File: src/rtl/core/fmem_pkg.sv
`default_nettype none

package fmem_pkg;

    // Counter width of the active per-class counts, the conflict run and the total
    localparam int COUNT_WIDTH_DEF = 16;

    // Stream and configuration port widths
    localparam int IN_TDATA_W  = 8;
    localparam int IN_TUSER_W  = 2;
    localparam int OUT_TDATA_W = 40;
    localparam int CFG_INDEX_W = 2;
    localparam int CFG_DATA_W  = 8;

    // Command queue between the front and the back
    localparam int QUEUE_DEPTH = 2;
    localparam int QPTR_W      = (QUEUE_DEPTH > 1) ? $clog2(QUEUE_DEPTH) : 1;
    localparam int QCNT_W      = $clog2(QUEUE_DEPTH + 1);

    // Register reset values
    localparam logic [CFG_DATA_W-1:0] RECOVERY_WINDOW_RST = 8'd2;
    localparam logic [CFG_DATA_W-1:0] HW_SAFE_THR_RST     = 8'd2;
    localparam logic [CFG_DATA_W-1:0] CONFLICT_THR_RST    = 8'd3;

    // Register indexes
    localparam logic [CFG_INDEX_W-1:0] CFG_RECOVERY_WINDOW = 2'd0;
    localparam logic [CFG_INDEX_W-1:0] CFG_HW_SAFE_THR     = 2'd1;
    localparam logic [CFG_INDEX_W-1:0] CFG_CONFLICT_THR    = 2'd2;

    // Event kinds on the input tuser
    localparam logic [IN_TUSER_W-1:0] FUNC_RECORD = 2'd0;
    localparam logic [IN_TUSER_W-1:0] FUNC_CLEAR  = 2'd1;
    localparam logic [IN_TUSER_W-1:0] FUNC_TICK   = 2'd2;
    localparam logic [IN_TUSER_W-1:0] FUNC_NONE   = 2'd3;

    // Error classes
    localparam logic [2:0] CLASS_SPEED    = 3'd0;
    localparam logic [2:0] CLASS_CONFLICT = 3'd1;
    localparam logic [2:0] CLASS_INVALID  = 3'd2;
    localparam logic [2:0] CLASS_HW       = 3'd3;

    localparam int N_CLASSES = 4;
    localparam logic [7:0] TICK_MAX = 8'hFF;

    typedef enum logic [1:0] {
        MODE_NORMAL   = 2'd0,
        MODE_WARN     = 2'd1,
        MODE_DEGRADED = 2'd2,
        MODE_SAFE     = 2'd3
    } mode_t;

    typedef enum logic [1:0] {
        PHASE_STABLE     = 2'd0,
        PHASE_ACTIVE     = 2'd1,
        PHASE_RECOVERING = 2'd2
    } phase_t;

    typedef enum logic [1:0] {
        OP_RECORD,
        OP_CLEAR,
        OP_TICK,
        OP_NOP
    } op_t;

    // Classified command handed from the front to the back
    typedef struct packed {
        op_t        op;
        logic       counted;      // class 0..3: has a counter and a mask bit
        logic [2:0] error_class;
    } cmd_t;

    // Decision record
    typedef struct packed {
        logic [2:0]  last_class;
        logic [15:0] total_count;
        logic [3:0]  fault_mask;
        logic        phase_changed;
        logic        mode_shift;
        phase_t      current_phase;
        phase_t      previous_phase;
        mode_t       mode_after;
        mode_t       mode_before;
    } result_t;

endpackage

`default_nettype wire

File: src/rtl/core/fmem_front.sv
`default_nettype none

module fmem_front (
    input  wire logic                               s_tvalid,
    output logic                                    s_tready,
    input  wire logic [fmem_pkg::IN_TDATA_W-1:0]    s_tdata,
    input  wire logic [fmem_pkg::IN_TUSER_W-1:0]    s_tuser,
    output logic                                    push,
    output fmem_pkg::cmd_t                          push_cmd,
    input  wire logic                               queue_full
);

    fmem_pkg::op_t op;
    logic [2:0]    cls;

    assign cls = s_tdata[2:0];

    // Decode the event kind
    always_comb
    begin
        unique case (s_tuser)
            fmem_pkg::FUNC_RECORD: op = fmem_pkg::OP_RECORD;
            fmem_pkg::FUNC_CLEAR:  op = fmem_pkg::OP_CLEAR;
            fmem_pkg::FUNC_TICK:   op = fmem_pkg::OP_TICK;
            fmem_pkg::FUNC_NONE:   op = fmem_pkg::OP_NOP;
            default:               op = fmem_pkg::OP_NOP;
        endcase
    end

    always_comb
    begin
        push_cmd.op          = op;
        push_cmd.counted     = ~cls[2];
        push_cmd.error_class = cls;
    end

    assign s_tready = ~queue_full;
    assign push     = s_tvalid & ~queue_full;

endmodule

`default_nettype wire

File: src/rtl/core/fmem_queue.sv
`default_nettype none

module fmem_queue (
    input  wire logic           clk,
    input  wire logic           rst_n,
    input  wire logic           push,
    input  wire fmem_pkg::cmd_t push_cmd,
    output logic                full,
    output logic                pop_valid,
    output fmem_pkg::cmd_t      pop_cmd,
    input  wire logic           pop
);

    localparam int DEPTH  = fmem_pkg::QUEUE_DEPTH;
    localparam int PTR_W  = fmem_pkg::QPTR_W;
    localparam int CNT_W  = fmem_pkg::QCNT_W;

    fmem_pkg::cmd_t   entry_reg [DEPTH];
    logic [PTR_W-1:0] wr_ptr_reg, wr_ptr_next;
    logic [PTR_W-1:0] rd_ptr_reg, rd_ptr_next;
    logic [CNT_W-1:0] count_reg, count_next;
    logic             do_push, do_pop;

    assign full      = (count_reg == CNT_W'(DEPTH));
    assign pop_valid = (count_reg != '0);
    assign pop_cmd   = entry_reg[rd_ptr_reg];

    assign do_push = push & ~full;
    assign do_pop  = pop & pop_valid;

    always_comb
    begin
        wr_ptr_next = wr_ptr_reg;
        rd_ptr_next = rd_ptr_reg;
        count_next  = count_reg;
        if (do_push)
        begin
            wr_ptr_next = (wr_ptr_reg == PTR_W'(DEPTH - 1)) ? '0 : wr_ptr_reg + 1'b1;
        end
        if (do_pop)
        begin
            rd_ptr_next = (rd_ptr_reg == PTR_W'(DEPTH - 1)) ? '0 : rd_ptr_reg + 1'b1;
        end
        if (do_push && !do_pop)
        begin
            count_next = count_reg + 1'b1;
        end
        else if (do_pop && !do_push)
        begin
            count_next = count_reg - 1'b1;
        end
    end

    always_ff @(posedge clk or negedge rst_n)
    begin
        if (!rst_n)
        begin
            wr_ptr_reg <= '0;
            rd_ptr_reg <= '0;
            count_reg  <= '0;
        end
        else
        begin
            wr_ptr_reg <= wr_ptr_next;
            rd_ptr_reg <= rd_ptr_next;
            count_reg  <= count_next;
        end
    end

    always_ff @(posedge clk)
    begin
        if (do_push)
        begin
            entry_reg[wr_ptr_reg] <= push_cmd;
        end
    end

    a_count_bound: assert property (@(posedge clk) disable iff (!rst_n)
        count_reg <= CNT_W'(DEPTH))
        else $error("queue count above depth");

endmodule

`default_nettype wire

File: src/rtl/core/fmem_back.sv
`default_nettype none

module fmem_back #(
    parameter int COUNT_WIDTH = fmem_pkg::COUNT_WIDTH_DEF
) (
    input  wire logic                               clk,
    input  wire logic                               rst_n,
    input  wire logic                               cfg_we,
    input  wire logic [fmem_pkg::CFG_INDEX_W-1:0]   cfg_index,
    input  wire logic [fmem_pkg::CFG_DATA_W-1:0]    cfg_wdata,
    input  wire logic                               q_valid,
    input  wire fmem_pkg::cmd_t                     q_cmd,
    output logic                                    q_pop,
    output logic                                    m_valid,
    input  wire logic                               m_ready,
    output fmem_pkg::result_t                       m_result
);

    localparam int NC    = fmem_pkg::N_CLASSES;
    localparam int CMP_W = (COUNT_WIDTH > fmem_pkg::CFG_DATA_W) ? COUNT_WIDTH
                                                                 : fmem_pkg::CFG_DATA_W;
    localparam int TOT_W = (COUNT_WIDTH > 16) ? COUNT_WIDTH : 17;
    localparam logic [COUNT_WIDTH-1:0] CNT_MAX = {COUNT_WIDTH{1'b1}};

    // Configuration
    logic [7:0] window_reg, hw_thr_reg, conf_thr_reg;

    // Manager state
    fmem_pkg::mode_t   mode_reg, mode_next;
    fmem_pkg::phase_t  phase_reg, phase_next;
    logic [3:0]        mask_reg, mask_next;
    logic [7:0]        tick_reg, tick_next;
    logic [COUNT_WIDTH-1:0] cnt_reg [NC];
    logic [COUNT_WIDTH-1:0] cnt_next [NC];
    logic [COUNT_WIDTH-1:0] run_reg, run_next;
    logic [COUNT_WIDTH-1:0] total_reg, total_next;
    logic [2:0]        last_reg, last_next;

    // Output register
    logic              out_valid_reg;
    fmem_pkg::result_t out_data_reg, out_data_next;

    logic              exec;
    logic              any_count;
    logic              hw_safe, conf_degr;
    logic [COUNT_WIDTH-1:0] hw_rec, run_rec;
    fmem_pkg::mode_t   derived;
    logic [7:0]        tick_inc;
    fmem_pkg::mode_t   mode_dec;
    logic [TOT_W-1:0]  total_ext;

    // Take a command whenever the output register is empty or drains this cycle
    assign exec    = q_valid & (~out_valid_reg | m_ready);
    assign q_pop   = exec;
    assign m_valid = out_valid_reg;
    assign m_result = out_data_reg;

    always_ff @(posedge clk or negedge rst_n)
    begin
        if (!rst_n)
        begin
            window_reg   <= fmem_pkg::RECOVERY_WINDOW_RST;
            hw_thr_reg   <= fmem_pkg::HW_SAFE_THR_RST;
            conf_thr_reg <= fmem_pkg::CONFLICT_THR_RST;
        end
        else if (cfg_we)
        begin
            case (cfg_index)
                fmem_pkg::CFG_RECOVERY_WINDOW: window_reg   <= cfg_wdata;
                fmem_pkg::CFG_HW_SAFE_THR:     hw_thr_reg   <= cfg_wdata;
                fmem_pkg::CFG_CONFLICT_THR:    conf_thr_reg <= cfg_wdata;
                default:                       ;
            endcase
        end
    end

    // State updates for record, clear and tick events
    always_comb
    begin
        for (int i = 0; i < NC; i++)
        begin
            cnt_next[i] = cnt_reg[i];
        end
        run_next   = run_reg;
        total_next = total_reg;
        mask_next  = mask_reg;
        last_next  = last_reg;
        tick_next  = tick_reg;
        mode_next  = mode_reg;
        phase_next = phase_reg;
        if (exec)
        begin
            unique case (q_cmd.op)
                fmem_pkg::OP_RECORD:
                begin
                    last_next  = q_cmd.error_class;
                    total_next = (total_reg == CNT_MAX) ? total_reg : total_reg + 1'b1;
                    for (int i = 0; i < NC; i++)
                    begin
                        if (q_cmd.counted && q_cmd.error_class[1:0] == 2'(i))
                        begin
                            cnt_next[i]  = (cnt_reg[i] == CNT_MAX) ? cnt_reg[i]
                                                                    : cnt_reg[i] + 1'b1;
                            mask_next[i] = 1'b1;
                        end
                    end
                    run_next   = run_rec;
                    tick_next  = '0;
                    phase_next = fmem_pkg::PHASE_ACTIVE;
                    // hold a higher mode while recovering
                    if (phase_reg == fmem_pkg::PHASE_RECOVERING && mode_reg > derived)
                    begin
                        mode_next = mode_reg;
                    end
                    else
                    begin
                        mode_next = derived;
                    end
                end
                fmem_pkg::OP_CLEAR:
                begin
                    if (mask_reg != '0)
                    begin
                        for (int i = 0; i < NC; i++)
                        begin
                            cnt_next[i] = '0;
                        end
                        run_next   = '0;
                        mask_next  = '0;
                        tick_next  = '0;
                        phase_next = (mode_reg == fmem_pkg::MODE_NORMAL)
                                     ? fmem_pkg::PHASE_STABLE : fmem_pkg::PHASE_RECOVERING;
                    end
                end
                fmem_pkg::OP_TICK:
                begin
                    if (phase_reg == fmem_pkg::PHASE_RECOVERING && mask_reg == '0)
                    begin
                        if (tick_inc < window_reg)
                        begin
                            tick_next = tick_inc;
                        end
                        else
                        begin
                            tick_next = '0;
                            mode_next = mode_dec;
                            if (mode_dec == fmem_pkg::MODE_NORMAL)
                            begin
                                phase_next = fmem_pkg::PHASE_STABLE;
                            end
                        end
                    end
                end
                fmem_pkg::OP_NOP:
                begin
                end
                default:
                begin
                end
            endcase
        end
    end

    assign tick_inc = (tick_reg == fmem_pkg::TICK_MAX) ? tick_reg : tick_reg + 1'b1;
    assign mode_dec = (mode_reg == fmem_pkg::MODE_NORMAL) ? mode_reg
                                                          : fmem_pkg::mode_t'(mode_reg - 2'd1);

    // Mode derivation from the counts as they stand after the record
    always_comb
    begin
        hw_rec = cnt_reg[fmem_pkg::CLASS_HW[1:0]];
        if (q_cmd.error_class == fmem_pkg::CLASS_HW && hw_rec != CNT_MAX)
        begin
            hw_rec = hw_rec + 1'b1;
        end
        run_rec = '0;
        if (q_cmd.error_class == fmem_pkg::CLASS_CONFLICT)
        begin
            run_rec = (run_reg == CNT_MAX) ? run_reg : run_reg + 1'b1;
        end
        any_count = q_cmd.counted;
        for (int i = 0; i < NC; i++)
        begin
            any_count = any_count | (cnt_reg[i] != '0);
        end
        hw_safe   = CMP_W'(hw_rec) >= CMP_W'(hw_thr_reg);
        conf_degr = CMP_W'(run_rec) >= CMP_W'(conf_thr_reg);
        if (hw_safe)
        begin
            derived = fmem_pkg::MODE_SAFE;
        end
        else if (conf_degr)
        begin
            derived = fmem_pkg::MODE_DEGRADED;
        end
        else if (any_count)
        begin
            derived = fmem_pkg::MODE_WARN;
        end
        else
        begin
            derived = fmem_pkg::MODE_NORMAL;
        end
    end

    assign total_ext = TOT_W'(total_next);

    always_comb
    begin
        out_data_next.mode_before    = mode_reg;
        out_data_next.mode_after     = mode_next;
        out_data_next.previous_phase = phase_reg;
        out_data_next.current_phase  = phase_next;
        out_data_next.mode_shift     = (mode_reg != mode_next);
        out_data_next.phase_changed  = (phase_reg != phase_next);
        out_data_next.fault_mask     = mask_next;
        out_data_next.total_count    = (|total_ext[TOT_W-1:16]) ? 16'hFFFF : total_ext[15:0];
        out_data_next.last_class     = last_next;
    end

    always_ff @(posedge clk or negedge rst_n)
    begin
        if (!rst_n)
        begin
            mode_reg      <= fmem_pkg::MODE_NORMAL;
            phase_reg     <= fmem_pkg::PHASE_STABLE;
            mask_reg      <= '0;
            tick_reg      <= '0;
            run_reg       <= '0;
            total_reg     <= '0;
            last_reg      <= '0;
            out_valid_reg <= 1'b0;
            for (int i = 0; i < NC; i++)
            begin
                cnt_reg[i] <= '0;
            end
        end
        else
        begin
            mode_reg  <= mode_next;
            phase_reg <= phase_next;
            mask_reg  <= mask_next;
            tick_reg  <= tick_next;
            run_reg   <= run_next;
            total_reg <= total_next;
            last_reg  <= last_next;
            for (int i = 0; i < NC; i++)
            begin
                cnt_reg[i] <= cnt_next[i];
            end
            if (exec)
            begin
                out_valid_reg <= 1'b1;
            end
            else if (m_ready)
            begin
                out_valid_reg <= 1'b0;
            end
        end
    end

    always_ff @(posedge clk)
    begin
        if (exec)
        begin
            out_data_reg <= out_data_next;
        end
    end

    a_clear_empties: assert property (@(posedge clk) disable iff (!rst_n)
        exec && q_cmd.op == fmem_pkg::OP_CLEAR |=> mask_reg == '0)
        else $error("clear left active faults");

    a_quiet_phase: assert property (@(posedge clk) disable iff (!rst_n)
        phase_reg != fmem_pkg::PHASE_ACTIVE |-> mask_reg == '0)
        else $error("fault mask set outside active phase");

    a_stable_normal: assert property (@(posedge clk) disable iff (!rst_n)
        phase_reg == fmem_pkg::PHASE_STABLE |-> mode_reg == fmem_pkg::MODE_NORMAL)
        else $error("stable phase with elevated mode");

    a_total_mono: assert property (@(posedge clk) disable iff (!rst_n)
        1'b1 |=> total_reg >= $past(total_reg))
        else $error("total count went down");

endmodule

`default_nettype wire

File: src/rtl/core/fault_mode_escalation_manager_core.sv
`default_nettype none

// Channel   Dir  Handshake            Payload
// s_*       in   s_tvalid/s_tready    tuser: func; tdata: error_class
// m_*       out  m_tvalid/m_tready    tdata: decision record (see port comment)
// cfg_*     in   cfg_we               cfg_index selects register, cfg_wdata value
//
// One word is accepted per cycle while s_tready is high; each word yields
// exactly one result word. The front decodes into a two-entry command queue,
// the back updates state and loads the output register.
// A stall on m_tready backs up into the queue; s_tready drops once it is full.
// Reset clears all counters, the mask, mode (normal) and phase (stable), and
// loads registers with window 2, hardware threshold 2, conflict threshold 3.
module fault_mode_escalation_manager_core #(
    parameter int COUNT_WIDTH = fmem_pkg::COUNT_WIDTH_DEF
) (
    input  wire logic                               clk,
    input  wire logic                               rst_n,
    // error_class[2:0], zeros above
    input  wire logic [fmem_pkg::IN_TDATA_W-1:0]    s_tdata,
    // func[1:0]
    input  wire logic [fmem_pkg::IN_TUSER_W-1:0]    s_tuser,
    input  wire logic                               s_tvalid,
    output logic                                    s_tready,
    // mode_before[1:0], mode_after[3:2], previous_phase[5:4],
    // current_phase[7:6], mode_shift[8], phase_changed[9], fault_mask[13:10],
    // total_count[29:14], last_class[32:30], zeros above
    output logic [fmem_pkg::OUT_TDATA_W-1:0]        m_tdata,
    output logic                                    m_tvalid,
    input  wire logic                               m_tready,
    input  wire logic                               cfg_we,
    input  wire logic [fmem_pkg::CFG_INDEX_W-1:0]   cfg_index,
    input  wire logic [fmem_pkg::CFG_DATA_W-1:0]    cfg_wdata
);

    localparam int RES_W = $bits(fmem_pkg::result_t);

    fmem_pkg::cmd_t    push_cmd, pop_cmd;
    logic              push, queue_full, pop_valid, pop;
    fmem_pkg::result_t result;

    // Front: accept and classify events
    fmem_front u_front (
        .s_tvalid   (s_tvalid),
        .s_tready   (s_tready),
        .s_tdata    (s_tdata),
        .s_tuser    (s_tuser),
        .push       (push),
        .push_cmd   (push_cmd),
        .queue_full (queue_full)
    );

    // Decouple the two sides
    fmem_queue u_queue (
        .clk       (clk),
        .rst_n     (rst_n),
        .push      (push),
        .push_cmd  (push_cmd),
        .full      (queue_full),
        .pop_valid (pop_valid),
        .pop_cmd   (pop_cmd),
        .pop       (pop)
    );

    // Back: apply events to the manager state and hold the result word
    fmem_back #(
        .COUNT_WIDTH (COUNT_WIDTH)
    ) u_back (
        .clk       (clk),
        .rst_n     (rst_n),
        .cfg_we    (cfg_we),
        .cfg_index (cfg_index),
        .cfg_wdata (cfg_wdata),
        .q_valid   (pop_valid),
        .q_cmd     (pop_cmd),
        .q_pop     (pop),
        .m_valid   (m_tvalid),
        .m_ready   (m_tready),
        .m_result  (result)
    );

    // Pack the record, mode_before in the lowest bits, zeros above
    assign m_tdata = {{(fmem_pkg::OUT_TDATA_W - RES_W){1'b0}}, result};

endmodule

`default_nettype wire

File: config.mk
export PLATFORM = sky130hd
export DESIGN_NAME = fault_mode_escalation_manager_core
export DESIGN_NICKNAME = d
export VERILOG_FILES = /design/src/rtl/core/fmem_pkg.sv /design/src/rtl/core/fmem_front.sv /design/src/rtl/core/fmem_queue.sv /design/src/rtl/core/fmem_back.sv /design/src/rtl/core/fault_mode_escalation_manager_core.sv
export SDC_FILE = /design/constraint.sdc
export NUM_CORES = 1
export LEC_CHECK = 0
export BUFFER_PORTS_ARGS = -buffer_cell sky130_fd_sc_hd__buf_2
export CAP_MARGIN = 20
export CORE_AREA = 4 4 155 157
export CTS_BUF_LIST = sky130_fd_sc_hd__clkbuf_16
export DETAILED_ROUTE_END_ITERATION = 10
export DIE_AREA = 0 0 159 161
export PLACE_DENSITY_LB_ADDON = 0.25
export RECOVER_POWER = 100
export SLEW_MARGIN = 20
export SYNTH_ARGS = -nofsm -noshare
export SYNTH_HDL_FRONTEND = slang
export SYNTH_HIERARCHICAL = 1
export SYNTH_SLANG_ARGS = --single-unit
File: constraint.sdc
create_clock -name clk -period 4.1 [get_ports clk]
set_input_delay 0.82 -clock clk [delete_from_list [all_inputs] [get_ports clk]]
set_output_delay 0.82 -clock clk [all_outputs]
set_load 0.02 [all_outputs]
Word-level counts from Yosys, hierarchy flattened
Memories as Yosys holds them, arrays and structs flattened.
Cells that the tools add are included.
{"block": "classes", "add_sub_neg": 12, "div_mod_pow": 0, "eq_ne": 34, "reduce_logical": 37, "n_lt_le_gt_ge": 4, "n_bitwise": 12, "shift": 0, "multipliers": 0, "n_mux": 57}
{"cell": "$mux 16", "n": 15}
{"cell": "$pmux 64 s2", "n": 1}
{"cell": "$add 16x1->16 const B", "n": 6}
{"cell": "$eq 16x16->1 const B", "n": 6}
{"cell": "$mux 64", "n": 1}
{"cell": "$reduce_bool 16->1", "n": 4}
{"cell": "$ge 16x8->1", "n": 2}
{"cell": "$mux 8", "n": 4}
{"cell": "$pmux 16 s2", "n": 1}
{"cell": "$mux 2", "n": 15}
{"cell": "$pmux 8 s3", "n": 1}
{"cell": "$reduce_and 5->1", "n": 4}
{"cell": "$eq 2x2->1 const B", "n": 8}
{"cell": "$ne 16x16->1 const B", "n": 1}
{"cell": "$logic_not 2->1", "n": 6}
{"cell": "$ne 2x1->1 const B", "n": 6}
{"cell": "$mux 1", "n": 11}
{"cell": "$logic_and 1x1->1", "n": 9}
{"cell": "$add 8x1->8 const B", "n": 1}
{"cell": "$eq 2x1->1 const B", "n": 4}
{"cell": "$eq 8x8->1 const B", "n": 1}
{"cell": "$lt 8x8->1", "n": 1}
{"cell": "$mux 4", "n": 2}
{"cell": "$ne 2x2->1 const B", "n": 4}
{"cell": "other kinds (23)", "n": 42}
{"block": "totals", "n_memories": 1, "elab_cells": 184, "register_bits": 177, "out_inout_bits": 42, "ram_bits": 12, "latchBits": 0, "rom_bits": 0}
{"name": "u_queue.entry_reg", "words": 2, "word_bits": 6, "rd": 1, "rd_ports_with_merged_regs": 0, "write_ports": 1, "line": "fmem_queue.sv:18", "rtl": "fmem_pkg::cmd_t entry_reg [DEPTH];"}

Logic depth before layout (Yosys ltp)
Gate-level depths: netlist of run 1.
{"block": "logic_depth", "ltp_word": 14, "mapped_depth": 25}

Modules after synthesis
The synthesis of run 1 kept the hierarchy.
{"module": "fmem_back", "area_per_inst_um2": 9325.2, "n_inst": 1, "cells_per_inst": 962, "seq_area_each_um2": 4499.3}
{"module": "fmem_queue", "area_per_inst_um2": 640.6, "n_inst": 1, "cells_per_inst": 38, "seq_area_each_um2": 460.4}
{"module": "fault_mode_escalation_manager_core", "area_per_inst_um2": 56.3, "n_inst": 1, "cells_per_inst": 8, "seq_area_each_um2": 0.0}
{"module": "fmem_front", "area_per_inst_um2": 43.8, "n_inst": 1, "cells_per_inst": 8, "seq_area_each_um2": 0.0}

Least setup slack after synthesis of run 1
OpenSTA, ideal clock, no wires.
{"block": "synth_path", "kind": "register to register", "start": "register u_back/cnt_reg[0] (netlist name)", "end": "register u_back.out_data_reg (netlist bit u_back/m_result[8]) (data pin)", "path_stages_with_launch": 19, "setup_time_ns": 0.268, "slack_ns": -0.403, "synth_period_minus_slack_ns": 4.503, "arrival_ns": 4.235, "required_ns": 3.832, "cell_sequence": "dfrtp_1 > ha_1 > nand4_4 > or4_4 > nand2_2 > mux2_2 > ha_1 > o211ai_1 > o211ai_1 > a21oi_1 > nand4_1 > o31a_1 > or2_2 > ha_1 > a211oi_1 > nand2_1 > a21o_1 > o2111ai_2 > nand4_1"}
{"item": "from (decl)", "line": "fmem_back.sv:33", "rtl": "logic [COUNT_WIDTH-1:0] cnt_reg [NC];"}
{"item": "from (signal, indexed assignment)", "line": "fmem_back.sv:249", "rtl": "cnt_reg[i] <= cnt_next[i];"}
{"item": "to (signal assigned)", "line": "fmem_back.sv:266", "rtl": "out_data_reg <= out_data_next;"}
{"item": "to (decl)", "line": "fmem_back.sv:41", "rtl": "fmem_pkg::result_t out_data_reg, out_data_next;"}

==> reports/metrics.cfg, run 1 <==
[run_status]
run_status = complete, but fails checks
violations = max-capacitance violations, max-slew violations, negative setup slack

[cells_and_area]
antenna_cells = 0
largest_register_ffs = 64
final_nets = 1202
fin_util_pct = 52.26
area_growth_pct = 16.83
layout-drive-gt1-share_pct = 15.87
instances_no_fill = 1438

[power_and_ir_drop]
sw_frac_of_total_pct = 38.03
p_int_uw = 3967
ir_drop_mv = 0.3242
power.share.sequential_pct = 41.3
p_sw_uw = 2435
p_per_area_mw_per_mm2 = 544.3
p_leak_uw = 0.005120
power_frac_clock_pct = 26.0
pwr-share-comb_pct = 32.7

[critical_path]
reg2reg_slack_ps = -270
crit_type = flip-flop to flip-flop
worst-r2r-cell-count = 19
crit_end = u_back/m_result[8]$_DFFE_PP_
cp_max_fo = 7
r2r-end = u_back/m_result[8]$_DFFE_PP_
cp.arrival_ps = 4550
reg2reg_from = u_back/cnt_reg[1]$_DFFE_PN0P_
crit_required_ps = 4270
worstSetupStartpoint = u_back/cnt_reg[1]$_DFFE_PN0P_
crit_path_start_kind = flip-flop
critPathCaptureType = flip-flop

[timing]
rsz0062_at_grt = yes
skew_ps = 12.02
hold_viol = 0
timing.setup.tns_ps = -954.8
maxSlewViolCount = 111
fmax_ghz = 0.2287
post-route-period-util_pct = 106.6
min_period_ps = 4372
worstMarginPinSlew_ps = 2023
finalSetupViolations = 8
relSlewSlack_pct = -34.85
finalWorstSetupSlack_ps = -271.9

[clock_network]
cts_tree = yes
root_buffer = clkbuf_16
cts.clk_slew.worst_paths_ps = 80
cts_hold_repair.buffers = 0
clock_latency_ps = 430
numCtsBuffers = 17
h-tree-depth = 4
cts_sinks = 189
cts_buffer_depth = 2

[global_routing]
grt_pass1_wl_um = 38440
grt_max_degree = 80
grt_pass1_vias = 7660
grt_overflow = 0
antenna_found_initial = 0
grtUsageTotal_pct = 18.13

[synth]
ys_types = 79
syn_inst = 1016
synth_common_cells = dfrtp_1 (140), nor2_1 (110), nand2_1 (108)
postSynthAreaPerCell_um2 = 9.907
synth_seq_cells = 189
ys_seq_area_share_pct = 49.27
yosysMostFrequentCell = dfrtp_1
syn_area_mm2 = 0.01007
synth_ff_type = dfrtp_1
yosys_warnings = 6
yosysTopAreaCell = dfrtp_1
synth.area.top_cells = dfrtp_1 (35%), edfxtp_1 (13%), ha_1 (4.6%), nor2_1 (4.1%), nand2_1 (4.0%)
synth_top_cell_area_share_pct = 34.80
synth_edf_count = 45
postSynth.asyncResetShare_pct = 76.19

[detailed_routing]
ant_nets = 0
drtIter0Drc = 433
drt-pass1-iter-count = 7
wl_per_cell_um = 16.00
route.detailed.drc = 0
via_per_inst = 5.462
routed_wirelength_um = 23010
num_vias = 7854

[floorplan]
coreArea_mm2 = 0.02250
ios = 67
rows = 55
die_y_um = 161
die_width_um = 159
fp.dieArea_mm2 = 0.02560
initial_core_util_pct = 44.73

[job]
drv_cap = 2

[place]
gp_congestion = 0.8469
place_inst = 1401
portBuffers = 54
hpwl_um = 16600

[min_path]
hold_path_class = flip-flop to flip-flop

-- per-layer routing --
layer | track usage (%) | wire, um | vias to the layer above
met5 | 0 | 0 | -
met4 | 3.984 | 174 | 0
met3 | 2.883 | 787 | 14
met2 | 30.35 | 11270 | 134
met1 | 25.12 | 10790 | 3823
li1 | - | - | 3883
-- layout make-up --
type | count | area [um^2]
sequential | 189 | 4960
inverter | 51 | 191.4
tap | 285 | 356.6
clock buffer | 17 | 425.4
fill | 2090 | 10740
timing repair buffer | 138 | 823.3
multi-input combinational | 743 | 4826
clock inverter | 15 | 177.7
-- cell families (layout without fill, tap and decap cells) --
family          count (synthesis)  count (layout)  share of synthesized area (%)
other cells                     1               7                        0.03725
xor+xnor                       66              66                          5.743
fa+ha+maj                      37              37                          4.599
buf+inv                        90             221                          3.915
simple gates                  429             429                          21.83
compound gates                171             171                          10.99
flops                         189             189                          49.27
mux                            33              33                          3.617
-- worst max-delay path: stages, from the launching register on --
cell,delay [ps]
dfrtp_1,400
ha_4,160
nand4_4,70
or4_4,590
nand2_8,120
nor2_4,40
xor2_1,140
ha_1,300
a211oi_2,220
o211ai_1,140
a21oi_2,210
nand4_1,120
o31a_1,320
nor2_1,110
ha_1,270
a21oi_2,180
a211oi_2,70
or3_4,380
o2111ai_2,160
nand4_1,100
-- layout by cell type, fill, tap and decap left out, types with 16 or more instances in the layout --
cell type	netlist	layout
clkbuf_1	17	46
a21oi_1	28	27
nand2_1	108	108
or3_1	16	16
ha_1	37	34
mux2_2	21	19
edfxtp_1	45	45
and3_1	16	16
o21ai_0	63	64
nand4_1	32	32
nor2_1	110	108
xor2_1	33	33
nand3_1	43	43
buf_4	12	76
xnor2_1	33	33
clkbuf_16	0	17
dfrtp_1	140	140
inv_1	51	51
-- metrics by stage --
step / setup slack (ps) / cell area (um^2) / hold WS (ps) / power, uW
2_1_floorplan: -165.3 / 10150 / 436.7 / 4021
3_3_place_gp: -271.6 / 11190 / 453.5 / 4744
3_5_place_dp: -366.4 / 11190 / 467.3 / 4799
4_1_cts: -260.2 / 11820 / 458.8 / 6496
5_1_grt: -492.0 / 11760 / 491.6 / 6817
6_report: -271.9 / 11760 / 478.1 / 6401
-- timing repair --
action,in CTS,in global routing
hold endpoints to repair,0,0
setup endpoints to repair,5,5
pin swaps,5,3
resized for setup,3,6
setup buffers,2,3
-- power groups by stage --
| stage | Sequential, uW | Clock, uW | Combinational [uW] |
|---|---|---|---|
| 2_1_floorplan | 2790 | 0 | 1230 |
| 3_3_place_gp | 2650 | 0 | 2090 |
| 3_5_place_dp | 2670 | 0 | 2130 |
| 4_1_cts | 2630 | 1700 | 2160 |
| 5_1_grt | 2690 | 1800 | 2330 |
| 6_report | 2640 | 1670 | 2090 |
-- worst min path at each step --
stage / from / end / cells after the start
floorplan: u_back/last_reg[2]$_DFF_PN0_ / u_back/last_reg[2]$_DFF_PN0_ / 2
CTS: rst_n / u_back/window_reg[4]$_DFFE_PN0P_ / 1
global route: u_back/total_reg[7]$_DFF_PN0_ / u_back/total_reg[7]$_DFF_PN0_ / 1
detailed placement: u_back/last_reg[2]$_DFF_PN0_ / u_back/last_reg[2]$_DFF_PN0_ / 2
global placement: u_back/last_reg[2]$_DFF_PN0_ / u_back/last_reg[2]$_DFF_PN0_ / 2
finish: u_back/last_reg[2]$_DFF_PN0_ / u_back/last_reg[2]$_DFF_PN0_ / 2
(Power assumes the default switching activity.)
==> inputs of run 2 (changes only) <==
==> constraint.sdc (replaced) <==
create_clock -name clk -period 5.55 [get_ports clk]
set_input_delay 1.11 -clock clk [delete_from_list [all_inputs] [get_ports clk]]
set_output_delay 1.11 -clock clk [all_outputs]
set_load 0.01 [all_outputs]
==> run 2 against run 1 <==
  * The flow finishes with violations (max-capacitance violations, max-slew violations)
  * Clock-buffer cell count unchanged
  * Power is 29% lower
  * Die area stayed put
  * Critical path depth is 1 lower
  * Design area fell by 5.6%
  * Combinational power down 37%
  * Setup slack gained 640 ps
  * Wire length down 4.7%
  * Sequential power decreased by 27%
  * Sequential share of layout area grew 2.5 points
  * Clock power fell by 25%
  * Clock skew up 2.4 ps
  * Largest power group unchanged
==> reports/metrics.cfg, run 2 (synthesis gave the netlist of run 1 again) <==
[run_status]
run_status = complete, but fails checks
violations = max-capacitance violations, max-slew violations

[clock_network]
cts_buffer_depth = 2  ; unchanged
cts_tree = yes
clock_latency_ps = 440  ; about the same
post_cts_resized = 0  ; -3
numCtsBuffers = 17  ; unchanged
root_buffer = clkbuf_16
cts_sinks = 189  ; unchanged
cts.clk_slew.worst_paths_ps = 80  ; about the same
postCtsSetupBuffers = 0  ; -2
cts_hold_repair.buffers = 0  ; unchanged
h-tree-depth = 4  ; unchanged

[cells_and_area]
area_growth_pct = 10.32
fillers = 2078  ; -0.57%
layout_commonest_cell = dfrtp_1
layout-drive-gt1-share_pct = 8.736  ; -7.1 points
final_nets = 1125  ; -6.4%
multiInputGateArea_mm2 = 0.004715  ; -2.3%
area.sequential_mm2 = 0.004960  ; unchanged
antenna_cells = 0  ; unchanged
largest_register_ffs = 64  ; unchanged
layout_common_cells = dfrtp_1 (140), nor2_1 (110), nand2_1 (109)

[detailed_routing]
ant_nets = 0  ; unchanged
via_per_inst = 5.553  ; +1.7%
drtIter0Drc = 506  ; +17%
num_vias = 7557  ; -3.8%
routed_wirelength_um = 21930  ; -4.7%
route.detailed.drc = 0  ; unchanged
met3WireLength_um = 606  ; -23%
met2_length_um = 10170  ; -9.7%
top_layer_used = met4
drt-met1-wl_um = 10800  ; +0.17%
wl_per_cell_um = 16.11  ; +0.67%
drt-pass1-iter-count = 5  ; -2

[critical_path]
critPathCaptureType = flip-flop
cp.arrival_ps = 5350  ; +800 ps
reg2reg_slack_ps = 370  ; +640 ps
crit_type = flip-flop to flip-flop
crit_path_start_kind = flip-flop
reg2reg_from = u_back/cnt_reg[1]$_DFFE_PN0P_
crit_required_ps = 5720  ; +1450 ps
cp_max_fo = 9  ; +2
r2r-end = u_back/m_result[8]$_DFFE_PP_
worst-r2r-cell-count = 18  ; -1

[floorplan]
rows = 55  ; unchanged
die_y_um = 161  ; unchanged
die_width_um = 159  ; unchanged
ios = 67  ; unchanged
initial_core_util_pct = 44.73  ; unchanged
coreArea_mm2 = 0.02250  ; unchanged
fp.dieArea_mm2 = 0.02560  ; unchanged

[timing]
hold_viol = 0  ; unchanged
skew_ps = 14.39  ; +2.371 ps
worstMarginPinSlew_ps = 2286  ; +262.8 ps
rsz0062_at_grt = no
timing.setup.tns_ps = 0  ; +954.8 ps
post-route-period-util_pct = 93.33  ; -13 points
min_period_ps = 5180  ; +807.9 ps
relSlewSlack_pct = -52.37  ; -18 points
hold_slack_ps = 482.2  ; +4.092 ps
fmax_ghz = 0.1931  ; -16%
maxSlewViolCount = 142  ; +28%
finalSetupViolations = 0  ; -8

[place]
gp_congestion = 0.8628  ; +1.9%
portBuffers = 54  ; unchanged
hpwl_um = 15430  ; -7.1%

[power_and_ir_drop]
p_leak_uw = 0.004740  ; -7.4%
ir_drop_mv = 0.2586  ; -20%
p_per_area_mw_per_mm2 = 407.2  ; -25%

[global_routing]
grt_max_degree = 106  ; +33%
grtUsageTotal_pct = 17.24  ; -0.89 points
grt_pass1_wl_um = 36360  ; -5.4%
grt_overflow = 0  ; unchanged
grt_pass1_vias = 7130  ; -6.9%
antenna_found_initial = 0  ; unchanged

[min_path]
hold_depth = 2  ; unchanged
hold_path_class = flip-flop to flip-flop
holdPathEnd = u_back/last_reg[2]$_DFF_PN0_
min_from = u_back/last_reg[2]$_DFF_PN0_

[job]
drv_cap = 3  ; +1

run 2: changes by cell type in the layout (fill, tap and decap cells not counted), moves of 2 or more:
cell / delta
a211oi_2: -2
inv_12: +4
a21oi_2: -2
nor2_1: +2
clkinvlp_4: -2
buf_4: -74
clkbuf_1: -2
ha_1: +3
ha_4: -3
a211oi_1: +2
a21oi_1: +2
run 2: worst max path at each step:
stage / to / cells after the start / start / slack, ps
after floorplan: u_back/m_result[8]$_DFFE_PP_ / 18 / u_back/cnt_reg[0]$_DFFE_PN0P_ / 1050
after global placement: u_back/m_result[8]$_DFFE_PP_ / 19 / u_back/cnt_reg[1]$_DFFE_PN0P_ / 460
after detailed placement: u_back/m_result[8]$_DFFE_PP_ / 19 / u_back/cnt_reg[1]$_DFFE_PN0P_ / 400
after CTS: u_back/m_result[8]$_DFFE_PP_ / 19 / u_back/cnt_reg[1]$_DFFE_PN0P_ / 370
after global routing: u_back/cnt_reg[14]$_DFFE_PN0P_ / 3 / rst_n / 40
final: u_back/m_result[8]$_DFFE_PP_ / 18 / u_back/cnt_reg[1]$_DFFE_PN0P_ / 370
run 2: stage by stage:
step / cells / power (uW) / util, % / setup WS (ps) / area [um^2]
detailed placement: 1328 / 3334 / 46.96 / 399.1 / 10570
global route: 1361 / 4821 / 49.35 / 41.53 / 11100
CTS: 1360 / 4619 / 49.74 / 372.5 / 11190
floorplan: 1022 / 2856 / - / 1047 / 10090
finish: 1361 / 4522 / 49.35 / 370.2 / 11100
global placement: 1328 / 3302 / 46.96 / 462.7 / 10570
run 2: cell type report:
| class | count | share of cell area [%] |
|---|---|---|
| Tap cell | 285 | 3.211 |
| Sequential cell | 189 | 44.66 |
| Multi-Input combinational cell | 743 | 42.46 |
| Timing Repair Buffer | 61 | 2.299 |
| Inverter | 51 | 1.724 |
| Clock inverter | 15 | 1.814 |
| Clock buffer | 17 | 3.831 |
run 2: routing by layer:
metal | up-vias | track usage, %
li1 | 3727 | -
met1 | 3689 | 24.48
met2 | 118 | 27.61
met3 | 23 | 2.679
met4 | 0 | 5.049
met5 | - | 0
run 2: worst max-delay path, stage by stage (launching register included):
cell       delay, ps
dfrtp_1          420
ha_1             360
nand4_4          170
or4_4            530
nand2_2          180
mux2_2           380
ha_1             280
o211ai_1         190
o211ai_1         100
a21oi_1          260
nand4_1          130
o31a_1           360
or2_2            340
ha_1             290
a211oi_1         390
nand2_1          130
a21o_1           220
o2111ai_2         80
nand4_1          100
run 2: report_power, final:
| group | switching [uW] | internal [uW] | leakage, uW | total [uW] |
|---|---|---|---|---|
| Clock | 638 | 626 | 0.000301 | 1260 |
| Sequential | 177 | 1770 | 0.00235 | 1940 |
| Combinational | 890 | 424 | 0.00209 | 1310 |
| Total | 1710 | 2820 | 0.00474 | 4520 |
==> inputs of run 3 (changes only) <==
--- a/config.mk
+++ b/config.mk
@@ -7,10 +7,12 @@
 export LEC_CHECK = 0
 export BUFFER_PORTS_ARGS = -buffer_cell sky130_fd_sc_hd__buf_2
 export CAP_MARGIN = 20
-export CORE_AREA = 4 4 155 157
+export CELL_PAD_IN_SITES_DETAIL_PLACEMENT = 1
+export CELL_PAD_IN_SITES_GLOBAL_PLACEMENT = 1
+export CORE_AREA = 2 2 153 155
 export CTS_BUF_LIST = sky130_fd_sc_hd__clkbuf_16
 export DETAILED_ROUTE_END_ITERATION = 10
-export DIE_AREA = 0 0 159 161
+export DIE_AREA = 0 0 155 157
 export PLACE_DENSITY_LB_ADDON = 0.25
 export RECOVER_POWER = 100
 export SLEW_MARGIN = 20
==> run 3 against run 2 <==
  * Setup slack worse by 23 ps
  * Via count up 3.0%
  * The run still ends with max-capacitance violations, max-slew violations left
  * Global-route usage up 4.5 points
  * Combinational power up 5%
  * Die area down 4.9%
  * Critical path depth unchanged
  * Final cell count about the same
==> reports/metrics.cfg, run 3 (synthesis gave the netlist of run 1 again) <==
[timing]
skew_ps = 10.62  ; -3.773 ps
post-route-period-util_pct = 93.75  ; +0.42 points
min_period_ps = 5203  ; +23.37 ps
timing.setup.tns_ps = 0  ; unchanged
finalSetupViolations = 0  ; unchanged
hold_viol = 0  ; unchanged
finalWorstSetupSlack_ps = 346.8  ; -23.37 ps
rsz0062_at_grt = no
fmax_ghz = 0.1922  ; -0.45%
maxSlewViolCount = 102  ; -28%
relSlewSlack_pct = -77.17  ; -25 points
worstMarginPinSlew_ps = 2657  ; +371.9 ps

[clock_network]
h-tree-depth = 4  ; unchanged
clock_latency_ps = 440  ; about the same
post_cts_resized = 0  ; unchanged
cts_buffer_depth = 2  ; unchanged
root_buffer = clkbuf_16
cts.clk_slew.worst_paths_ps = 80  ; about the same
cts_hold_repair.buffers = 0  ; unchanged
cts_sinks = 189  ; unchanged
numCtsBuffers = 17  ; unchanged
cts_tree = yes
postCtsSetupBuffers = 0  ; unchanged

[detailed_routing]
num_vias = 7780  ; +3.0%
ant_nets = 0  ; unchanged
wl_per_cell_um = 18.58  ; +15%
via_per_inst = 5.721  ; +3.0%
routed_wirelength_um = 25260  ; +15%
route.detailed.drc = 0  ; unchanged
drtIter0Drc = 373  ; -26%
drt-pass1-iter-count = 5  ; unchanged

[floorplan]
initial_core_util_pct = 44.73  ; unchanged
die_width_um = 155  ; -2.5%
rows = 55  ; unchanged
fp.dieArea_mm2 = 0.02434  ; -4.9%
ios = 67  ; unchanged
die_y_um = 157  ; -2.5%
coreArea_mm2 = 0.02250  ; unchanged

[place]
hpwl_um = 17730  ; +15%
portBuffers = 54  ; unchanged
pre_cts_ws_ps = 205.1  ; -193.9 ps
placed_area_mm2 = 0.01057  ; unchanged
gp_congestion = 0.8103  ; -6.1%

[critical_path]
crit_type = flip-flop to flip-flop
critPathCaptureType = flip-flop
reg2reg_slack_ps = 350  ; -20 ps
cp.arrival_ps = 5370  ; +20 ps
crit_required_ps = 5710  ; about the same
crit_path_start_kind = flip-flop
cp_max_fo = 9  ; unchanged

[power_and_ir_drop]
p_per_area_mw_per_mm2 = 413.5  ; +1.5%
ir_drop_mv = 0.2074  ; -20%
p_leak_uw = 0.004730  ; -0.21%

[run_status]
violations = max-capacitance violations, max-slew violations
run_status = complete, but fails checks

[cells_and_area]
layout_common_cells = dfrtp_1 (140), nor2_1 (110), nand2_1 (109)
antenna_cells = 0  ; unchanged
area_growth_pct = 10.28  ; about the same
largest_register_ffs = 64  ; unchanged
final_nets = 1124  ; -0.089%
fillers = 2540  ; +22%
layout-drive-gt1-share_pct = 8.837  ; +0.10 points
layout_commonest_cell = dfrtp_1
final_area_mm2 = 0.01110  ; about the same

[job]
drv_cap = 1  ; -2

[global_routing]
grt_max_degree = 102  ; -3.8%
antenna_found_initial = 0  ; unchanged
grt_overflow = 0  ; unchanged
grt_pass1_vias = 8121  ; +14%
grtUsageTotal_pct = 21.78  ; +4.5 points
grt_pass1_wl_um = 42020  ; +16%

[min_path]
hold_path_class = flip-flop to flip-flop

-- run 3: changes by cell type in the layout (fill, tap and decap cells not counted), moves of 2 or more --
cell and delta:
inv_12 -4, inv_8 +2, a211oi_1 -2, clkinv_8 +2, buf_2 -3, a211oi_2 +2
-- run 3: final cells by class --
type / count / area, um^2 / share of cell area (%)
multi-input combinational: 743 / 4727 / 42.58
clock inverter: 15 / 191.4 / 1.725
clock buffer: 17 / 425.4 / 3.832
tap: 285 / 356.6 / 3.212
timing repair buffer: 60 / 249.0 / 2.243
sequential: 189 / 4960 / 44.68
inverter: 51 / 191.4 / 1.725
-- run 3: worst paths after layout --
kind	to	start	cells after the start
setup reg to reg	u_back/m_result[8]$_DFFE_PP_	u_back/cnt_reg[1]$_DFFE_PN0P_	18
hold / removal	u_back/total_reg[9]$_DFF_PN0_	u_back/total_reg[9]$_DFF_PN0_	1
min in group asynchronous	u_back/tick_reg[7]$_DFFE_PN0P_	rst_n	1
hold reg to reg	u_back/total_reg[9]$_DFF_PN0_	u_back/total_reg[9]$_DFF_PN0_	1
setup / recovery	u_back/m_result[8]$_DFFE_PP_	u_back/cnt_reg[1]$_DFFE_PN0P_	18
max in group asynchronous	u_back/cnt_reg[16]$_DFFE_PN0P_	rst_n	2
-- run 3: per-stage QoR --
stage	power, uW	util (%)	instances	hold WS (ps)
after floorplan	2856	-	1022	436.7
after detailed placement	3392	46.96	1328	468.8
after global routing	4882	49.33	1360	516.3
after CTS	4674	49.70	1360	491.0
after global placement	3320	46.96	1328	454.8
final	4590	49.33	1360	488.5
-- run 3: metal layers --
layer  routed length (um)  GRT usage (%)  vias up
li1                     -              -     3712
met1                11810          28.93     3936
met2                12430          36.59      108
met3                  672          3.800       24
met4                  350          6.658        0
met5                    0              0        -
-- run 3: report_power, final --
part | switching (uW) | internal [uW] | leakage, uW
logic | 944 | 427 | 0.00208
registers | 205 | 1760 | 0.00235
clock network | 634 | 616 | 0.000298
total | 1780 | 2810 | 0.00473
-- run 3: critical path, cell delays in order, from the launching register on --
cell	delay (ps)
dfrtp_1	450
ha_2	320
nand4_4	160
or4_4	560
nand2_2	230
mux2_2	380
ha_1	280
o211ai_1	180
o211ai_1	110
a21oi_1	270
nand4_1	150
o31a_1	380
or2_2	330
ha_1	310
a211oi_2	290
nand2_1	120
a21o_1	210
o2111ai_2	80
nand4_1	140
